<file path="config.mk">
export PLATFORM = sky130hd
export DESIGN_NAME = positional_list_table
export DESIGN_NICKNAME = d
export VERILOG_FILES = /design/src/hdl/plt_pkg.sv /design/src/hdl/plt_cell.sv /design/src/hdl/plt_ctrl.sv /design/src/hdl/positional_list_table.sv
export SDC_FILE = /design/constraint.sdc
export NUM_CORES = 2
export LEC_CHECK = 0
export BUFFER_PORTS_ARGS = -buffer_cell sky130_fd_sc_hd__buf_2
export CORE_MARGIN = 10
export CORE_UTILIZATION = 26
export CTS_CLUSTER_SIZE = 20
export DETAILED_ROUTE_END_ITERATION = 12
export PLACE_DENSITY = 0.39
export REMOVE_ABC_BUFFERS = 1
export SLEW_MARGIN = 10
export SYNTH_ARGS = -nofsm -noshare
export SYNTH_HDL_FRONTEND = slang
export SYNTH_HIERARCHICAL = 1
export SYNTH_SLANG_ARGS = --single-unit
</file>
<file path="constraint.sdc">
create_clock -name clk -period 40.7 [get_ports clk]
set_clock_uncertainty 0.05 [all_clocks]
set_input_delay 6.105 -clock clk [delete_from_list [all_inputs] [get_ports clk]]
set_output_delay 6.105 -clock clk [all_outputs]
set_load 0.005 [all_outputs]
</file>
<file path="src/hdl/plt_pkg.sv">
// Package with the types, constants and codes shared by the positional list table.
`timescale 1ns / 1ps

package plt_pkg;

    localparam int CAPACITY = 128;
    localparam int IDX_W = (CAPACITY > 1) ? $clog2(CAPACITY) : 1;
    localparam int CNT_W = $clog2(CAPACITY + 1);
    localparam int CMP_W = (CNT_W > 8) ? CNT_W : 8;

    typedef enum logic [1:0] {
        OP_INSERT = 2'd0,
        OP_DELETE = 2'd1,
        OP_GET    = 2'd2,
        OP_LOCATE = 2'd3
    } req_op_t;

    typedef enum logic [1:0] {
        CELL_HOLD,
        CELL_ROTATE,
        CELL_INSERT,
        CELL_DELETE
    } cell_mode_t;

    typedef enum logic {
        ST_IDLE,
        ST_SCAN
    } ctrl_state_t;

    typedef struct packed {
        logic [1:0] req_type;
        logic [7:0] position;
        logic [7:0] value;
    } req_t;

    typedef struct packed {
        logic       ok;
        logic [7:0] elem_out;
        logic [7:0] found_pos;
        logic [7:0] list_len;
    } rsp_t;

    typedef struct packed {
        cell_mode_t       mode;
        logic [IDX_W-1:0] pos_idx;
        logic [7:0]       value;
    } cell_cmd_t;

endpackage

</file>
<file path="src/hdl/plt_cell.sv">
// One storage cell of the element chain, shifting or rotating with its neighbours.
`timescale 1ns / 1ps

module plt_cell (
    input  logic                    clk,
    input  plt_pkg::cell_cmd_t      cmd,
    input  logic [plt_pkg::IDX_W-1:0] index,
    input  logic [7:0]              left,
    input  logic [7:0]              right,
    output logic [7:0]              data
);

    logic [7:0] data_reg;
    logic [7:0] data_next;

    always_comb
    begin
        data_next = data_reg;
        unique case (cmd.mode)
            plt_pkg::CELL_HOLD:
            begin
                data_next = data_reg;
            end
            plt_pkg::CELL_ROTATE:
            begin
                data_next = right;
            end
            plt_pkg::CELL_INSERT:
            begin
                if (index > cmd.pos_idx)
                begin
                    data_next = left;
                end
                else if (index == cmd.pos_idx)
                begin
                    data_next = cmd.value;
                end
            end
            plt_pkg::CELL_DELETE:
            begin
                if (index >= cmd.pos_idx)
                begin
                    data_next = right;
                end
            end
            default:
            begin
                data_next = data_reg;
            end
        endcase
    end

    always_ff @(posedge clk)
    begin
        data_reg <= data_next;
    end

    assign data = data_reg;

endmodule

</file>
<file path="src/hdl/plt_ctrl.sv">
// Controller: request decode, element count, scan sequencing and result register.
`timescale 1ns / 1ps

module plt_ctrl (
    input  logic               clk,
    input  logic               rst_n,
    input  logic               start,
    input  plt_pkg::req_t      req,
    input  logic [7:0]         head,
    output logic               busy,
    output plt_pkg::cell_cmd_t cmd,
    output logic               done,
    output plt_pkg::rsp_t      rsp
);

    localparam int IDX_W = plt_pkg::IDX_W;
    localparam int CNT_W = plt_pkg::CNT_W;
    localparam int CMP_W = plt_pkg::CMP_W;

    plt_pkg::ctrl_state_t state_reg, state_next;
    logic [CNT_W-1:0]     count_reg, count_next;
    logic [IDX_W-1:0]     k_reg, k_next;
    logic                 loc_reg, loc_next;
    logic [7:0]           pos_reg, pos_next;
    logic [7:0]           val_reg, val_next;
    logic                 ok_reg, ok_next;
    logic                 hit_reg, hit_next;
    logic [7:0]           elem_reg, elem_next;
    logic [7:0]           fpos_reg, fpos_next;
    logic                 done_reg, done_next;
    plt_pkg::rsp_t        rsp_reg, rsp_next;

    plt_pkg::req_op_t op;
    logic             accept;
    logic             k_last;
    logic [CMP_W-1:0] pos_ext;
    logic [CMP_W-1:0] cnt_ext;
    logic [CMP_W-1:0] k_ext;
    logic             pos_ok;
    logic             ins_ok;

    assign op      = plt_pkg::req_op_t'(req.req_type);
    assign accept  = start && (state_reg == plt_pkg::ST_IDLE);
    assign k_last  = (k_reg == IDX_W'(plt_pkg::CAPACITY - 1));
    assign pos_ext = CMP_W'(req.position);
    assign cnt_ext = CMP_W'(count_reg);
    assign k_ext   = CMP_W'(k_reg);
    assign pos_ok  = (req.position != 8'd0) && (pos_ext <= cnt_ext);
    assign ins_ok  = (count_reg < CNT_W'(plt_pkg::CAPACITY)) && (req.position != 8'd0)
                     && (pos_ext <= cnt_ext + CMP_W'(1));

    always_comb
    begin
        state_next = state_reg;
        unique case (state_reg)
            plt_pkg::ST_IDLE:
            begin
                if (accept && (op == plt_pkg::OP_GET || op == plt_pkg::OP_LOCATE))
                begin
                    state_next = plt_pkg::ST_SCAN;
                end
            end
            plt_pkg::ST_SCAN:
            begin
                if (k_last)
                begin
                    state_next = plt_pkg::ST_IDLE;
                end
            end
            default:
            begin
                state_next = plt_pkg::ST_IDLE;
            end
        endcase
    end

    always_comb
    begin
        busy        = 1'b0;
        cmd.mode    = plt_pkg::CELL_HOLD;
        cmd.pos_idx = IDX_W'(req.position - 8'd1);
        cmd.value   = req.value;
        unique case (state_reg)
            plt_pkg::ST_IDLE:
            begin
                if (accept && op == plt_pkg::OP_INSERT && ins_ok)
                begin
                    cmd.mode = plt_pkg::CELL_INSERT;
                end
                else if (accept && op == plt_pkg::OP_DELETE && pos_ok)
                begin
                    cmd.mode = plt_pkg::CELL_DELETE;
                end
            end
            plt_pkg::ST_SCAN:
            begin
                busy     = 1'b1;
                cmd.mode = plt_pkg::CELL_ROTATE;
            end
            default:
            begin
                busy = 1'b0;
            end
        endcase
    end

    always_comb
    begin
        count_next = count_reg;
        k_next     = k_reg;
        loc_next   = loc_reg;
        pos_next   = pos_reg;
        val_next   = val_reg;
        ok_next    = ok_reg;
        hit_next   = hit_reg;
        elem_next  = elem_reg;
        fpos_next  = fpos_reg;
        done_next  = 1'b0;
        rsp_next   = rsp_reg;
        if (accept)
        begin
            unique case (op)
                plt_pkg::OP_INSERT:
                begin
                    if (ins_ok)
                    begin
                        count_next = count_reg + CNT_W'(1);
                    end
                    done_next = 1'b1;
                    rsp_next  = '{ok: ins_ok, elem_out: 8'd0, found_pos: 8'd0,
                                  list_len: 8'(count_next)};
                end
                plt_pkg::OP_DELETE:
                begin
                    if (pos_ok)
                    begin
                        count_next = count_reg - CNT_W'(1);
                    end
                    done_next = 1'b1;
                    rsp_next  = '{ok: pos_ok, elem_out: 8'd0, found_pos: 8'd0,
                                  list_len: 8'(count_next)};
                end
                plt_pkg::OP_GET, plt_pkg::OP_LOCATE:
                begin
                    loc_next  = (op == plt_pkg::OP_LOCATE);
                    pos_next  = req.position;
                    val_next  = req.value;
                    ok_next   = (op == plt_pkg::OP_LOCATE) ? 1'b1 : pos_ok;
                    hit_next  = 1'b0;
                    elem_next = 8'd0;
                    fpos_next = 8'd0;
                    k_next    = '0;
                end
                default:
                begin
                    done_next = 1'b0;
                end
            endcase
        end
        else if (state_reg == plt_pkg::ST_SCAN)
        begin
            k_next = k_reg + IDX_W'(1);
            if (!loc_reg && ok_reg && (k_ext == CMP_W'(pos_reg) - CMP_W'(1)))
            begin
                elem_next = head;
            end
            if (loc_reg && !hit_reg && (k_ext < cnt_ext) && (head == val_reg))
            begin
                hit_next  = 1'b1;
                fpos_next = 8'(k_ext + CMP_W'(1));
            end
            if (k_last)
            begin
                done_next = 1'b1;
                rsp_next  = '{ok: ok_reg, elem_out: elem_next, found_pos: fpos_next,
                              list_len: 8'(count_reg)};
            end
        end
    end

    always_ff @(posedge clk or negedge rst_n)
    begin
        if (!rst_n)
        begin
            state_reg <= plt_pkg::ST_IDLE;
            count_reg <= '0;
            done_reg  <= 1'b0;
        end
        else
        begin
            state_reg <= state_next;
            count_reg <= count_next;
            done_reg  <= done_next;
        end
    end

    always_ff @(posedge clk)
    begin
        k_reg    <= k_next;
        loc_reg  <= loc_next;
        pos_reg  <= pos_next;
        val_reg  <= val_next;
        ok_reg   <= ok_next;
        hit_reg  <= hit_next;
        elem_reg <= elem_next;
        fpos_reg <= fpos_next;
        rsp_reg  <= rsp_next;
    end

    assign done = done_reg;
    assign rsp  = rsp_reg;

endmodule

</file>
<file path="src/hdl/positional_list_table.sv">
// Top level of the positional list table: controller and the chain of element cells.
`timescale 1ns / 1ps

// An insert or delete request's result appears on rsp, marked by done, in the cycle after
// it is taken; busy stays low, so such requests may follow every cycle. A get or locate
// request raises busy while the whole cell chain rotates once past its head cell, where the
// position is read or the value compared; the result appears in the same cycle that busy
// falls. Results are shown for exactly one cycle and cannot be stalled, so the receiver
// must take every transfer as it comes. The list is empty after reset.

module positional_list_table (
    input  logic           clk,
    input  logic           rst_n,
    input  logic           start,
    input  plt_pkg::req_t  req,
    output logic           busy,
    output logic           done,
    output plt_pkg::rsp_t  rsp
);

    localparam int CAP = plt_pkg::CAPACITY;

    plt_pkg::cell_cmd_t cmd;
    logic [7:0]         cell_q [CAP];

    plt_ctrl u_ctrl (
        .clk   (clk),
        .rst_n (rst_n),
        .start (start),
        .req   (req),
        .head  (cell_q[0]),
        .busy  (busy),
        .cmd   (cmd),
        .done  (done),
        .rsp   (rsp)
    );

    for (genvar i = 0; i < CAP; i++)
    begin : g_cell
        logic [7:0] left_d;
        logic [7:0] right_d;

        if (i == 0)
        begin : g_first
            assign left_d = 8'd0;
        end
        else
        begin : g_inner_left
            assign left_d = cell_q[i-1];
        end

        if (i == CAP - 1)
        begin : g_last
            assign right_d = cell_q[0];
        end
        else
        begin : g_inner_right
            assign right_d = cell_q[i+1];
        end

        plt_cell u_cell (
            .clk   (clk),
            .cmd   (cmd),
            .index (plt_pkg::IDX_W'(i)),
            .left  (left_d),
            .right (right_d),
            .data  (cell_q[i])
        );
    end

endmodule

</file>
==> results.toml <==
[status]
status = "finished clean"

[route]
via_per_inst = 5.13
routed_wl_mm = 416
wl_per_cell_um = 20.0
dr.pass1.iters = 7
dr.first_iter.drc_count = 7739
ant_nets = 0
dr_total_vias = 106764
drc = 0

[clock_network]
cts-root-buf = "clkbuf_16"
clockBufferDepth = 4
cts_resized = 0
numCtsBuffers = 164
htreeDepth = 4
post_cts_buffers = 0
postCtsHoldBufs = 0
clk_pin_slew_ns = 0.06
clkLatencyLatePin_ns = 0.91
clock_sinks = 1101
cts_tree = "yes"

[power_and_ir_drop]
powerDensity_nw_per_um2 = 50.9
p_leak_nw = 55.0
total_power_mw = 6.52
vdd_drop_max_mv = 0.0305

[grt]
antenna_found_initial = 2
grt_max_degree = 122
grt-ovfl-total = 0
grt_pass1_vias = 102766
grt_usage = 0.169
grt_pass1_wl_mm = 640

[floorplan]
rows = 244
die_y_um = 686
io_pins = 48
die_area_sq_um = 470000
coreArea_sq_um = 442000
start_util = 0.261
die_w_um = 686

[worst_setup_path]
rrSetupSlack_ns = 33.65
r2r-start = "u_ctrl/cnt_ext[0]"
start_kind = "input port"
end_kind = "register"
critPathKind = "input port to register"
r2r_end = "g_cell[67].u_cell/data[3]"
r2r_cells = 16
crit_fanout = 119
crit_end = "g_cell[67].u_cell/data[3]"
setup.worst_path.start = "req[8]"
worst_ep_arrival_time_ns = 11.78
worstPathRequired_ns = 41.16

[synthesis]
synth.distinct_cells = 62
avgSynthCellArea_sq_um = 8.10
synth_seq_cells = 1101
syn-cell-area_sq_um = 115000
yosysSeqAreaShare = 0.286
synthCells = 14231
synth_ff_type = "edfxtp_1"
synth_edf_count = 1091
synthArstFlopShare = 0.00908
yosysWarnings = 6

[timing]
setup_viol = 0
timing.final.crit_share = 0.278
layout_setup_ws_ns = 29.38
hold_viol = 0
fin_crit_ns = 11.32
fmax_mhz = 88.3
slew_headroom = 0.241
rsz0062_at_grt = "no"
tightest_slew_ns = 1.13
final.setup.tns_ns = 0
slew_viol_final = 0

[final_layout]
syn_to_final_growth_pct = 11.0
nets = 15706
nFillCells = 47957
largest_reg_flops = 1024
drive_gt1_frac = 0.0604

[place]
hpwl_mm = 282
place_congestion = 0.780
io_buffers = 47
pre_cts_ws_ns = 28.33

[job]
maxCapViolations = 0

[worst_hold_path]
worstHoldStart = "u_ctrl/state_reg"
min_path_type = "register to register"
## cell type report
type | count | area, sq um | share of cell area
Multi-Input combinational cell | 11439 | 73800 | 0.577
Sequential cell | 1101 | 33000 | 0.258
Tap cell | 5904 | 7390 | 0.0578
Inverter | 1939 | 7290 | 0.0570
Clock buffer | 204 | 4330 | 0.0338
Clock inverter | 97 | 1130 | 0.00884
Timing Repair Buffer | 116 | 933 | 0.00730
Antenna cell | 9 | 22.5 | 0.000176
## synthesized netlist by cell type, drive strengths merged, types with 3 or more instances
cell,n,area (sq um)
nor4,7,56.3
a211oi,1026,7700
a21oi,145,729
and3b,128,1120
a21o,387,2910
mux2,6,67.6
a31o,128,1120
nand3,1049,5260
inv,1938,7270
nand3b,128,961
buf,655,4660
a31oi,2308,15200
nor2,1173,4400
nand2,162,928
nor2b,139,870
o21ai,1171,6370
and4,130,1140
o31ai,131,983
and2,1027,6420
and3,133,832
o211ai,3,36.3
dfrtp,10,250
xor2,13,114
clkbuf,7,26.3
xnor2,28,245
nor3,9,45.0
or2,3,18.8
mux2i,4,40.0
nand4,10,62.6
nand2b,134,838
ha,924,11600
edfxtp,1091,32800
## report_power, final
group	internal (mW)	switching, mW	leakage (nW)
registers	2.08	0.771	11.4
logic	0.817	1.34	41.0
clock network	0.891	0.621	2.65
total	3.78	2.73	55.0
## worst max-delay path, stage by stage
cell and delay, ns:
buf_2 0.15, inv_8 0.41, ha_1 0.37, nor4b_1 0.40, nand2b_1 0.18, and3_1 0.40, and3_1 0.27, nand2b_4 0.50
buf_12 0.50, buf_4 0.77, buf_12 0.57, nor2_1 0.08, a31oi_1 0.77
## cell usage in the layout (no fill, tap or decap), drive strengths merged, types with 130 or more instances in the layout
| master | synthesis | layout |
|---|---|---|
| o31ai | 131 | 131 |
| inv | 1938 | 1944 |
| and4 | 130 | 130 |
| nand3 | 1049 | 1049 |
| edfxtp | 1091 | 1091 |
| nand2 | 162 | 162 |
| a21o | 387 | 387 |
| clkbuf | 7 | 204 |
| and3 | 133 | 133 |
| nor2 | 1173 | 1173 |
| nand2b | 134 | 134 |
| a21oi | 145 | 145 |
| a31oi | 2308 | 2308 |
| o21ai | 1171 | 1171 |
| conb | 2 | 912 |
| a211oi | 1026 | 1026 |
| and2 | 1027 | 1027 |
| ha | 924 | 924 |
| nor2b | 139 | 139 |
## per-layer routing
layer | up-vias | routed length, um | GRT usage
met3 | 449 | 15400 | 0.0146
met1 | 50565 | 198000 | 0.235
met4 | 0 | 8140 | 0.0363
met2 | 2269 | 195000 | 0.284
li1 | 53481 | - | -
met5 | - | 0 | 0
## logic make-up after synthesis
family                   Yosys count  synth area share
AO/OA/AOI/OAI                   5314             0.306
XOR/XNOR                          41           0.00312
adder cells (fa/ha/maj)          924             0.100
buffers and inverters           2601             0.104
flip-flops                      1101             0.286
multiplexers                      10          0.000934
other                              2         0.0000652
AND/OR/NAND/NOR                 4238             0.200
## stage by stage
step                 util  instance area (sq um)  hold WS [ns]  instances
finish              0.289                 128000         0.517      20809
global route        0.289                 128000         0.545      20802
CTS                 0.289                 128000         0.522      20800
detailed placement  0.277                 122000         0.508      20499
global placement    0.277                 122000         0.506      20499
floorplan               -                 114000         0.469      14479
## worst min path at each step
stage                  endpoint  slack [ns]  cells after the start
6_report       u_ctrl/state_reg        0.52                      1
5_1_grt        u_ctrl/state_reg        0.55                      1
4_1_cts        u_ctrl/state_reg        0.52                      1
3_5_place_dp   u_ctrl/state_reg        0.51                      1
3_3_place_gp   u_ctrl/state_reg        0.51                      1
2_1_floorplan    u_ctrl/rsp[24]        0.47                      2
No activity file was read; power rests on OpenSTA's default activity.
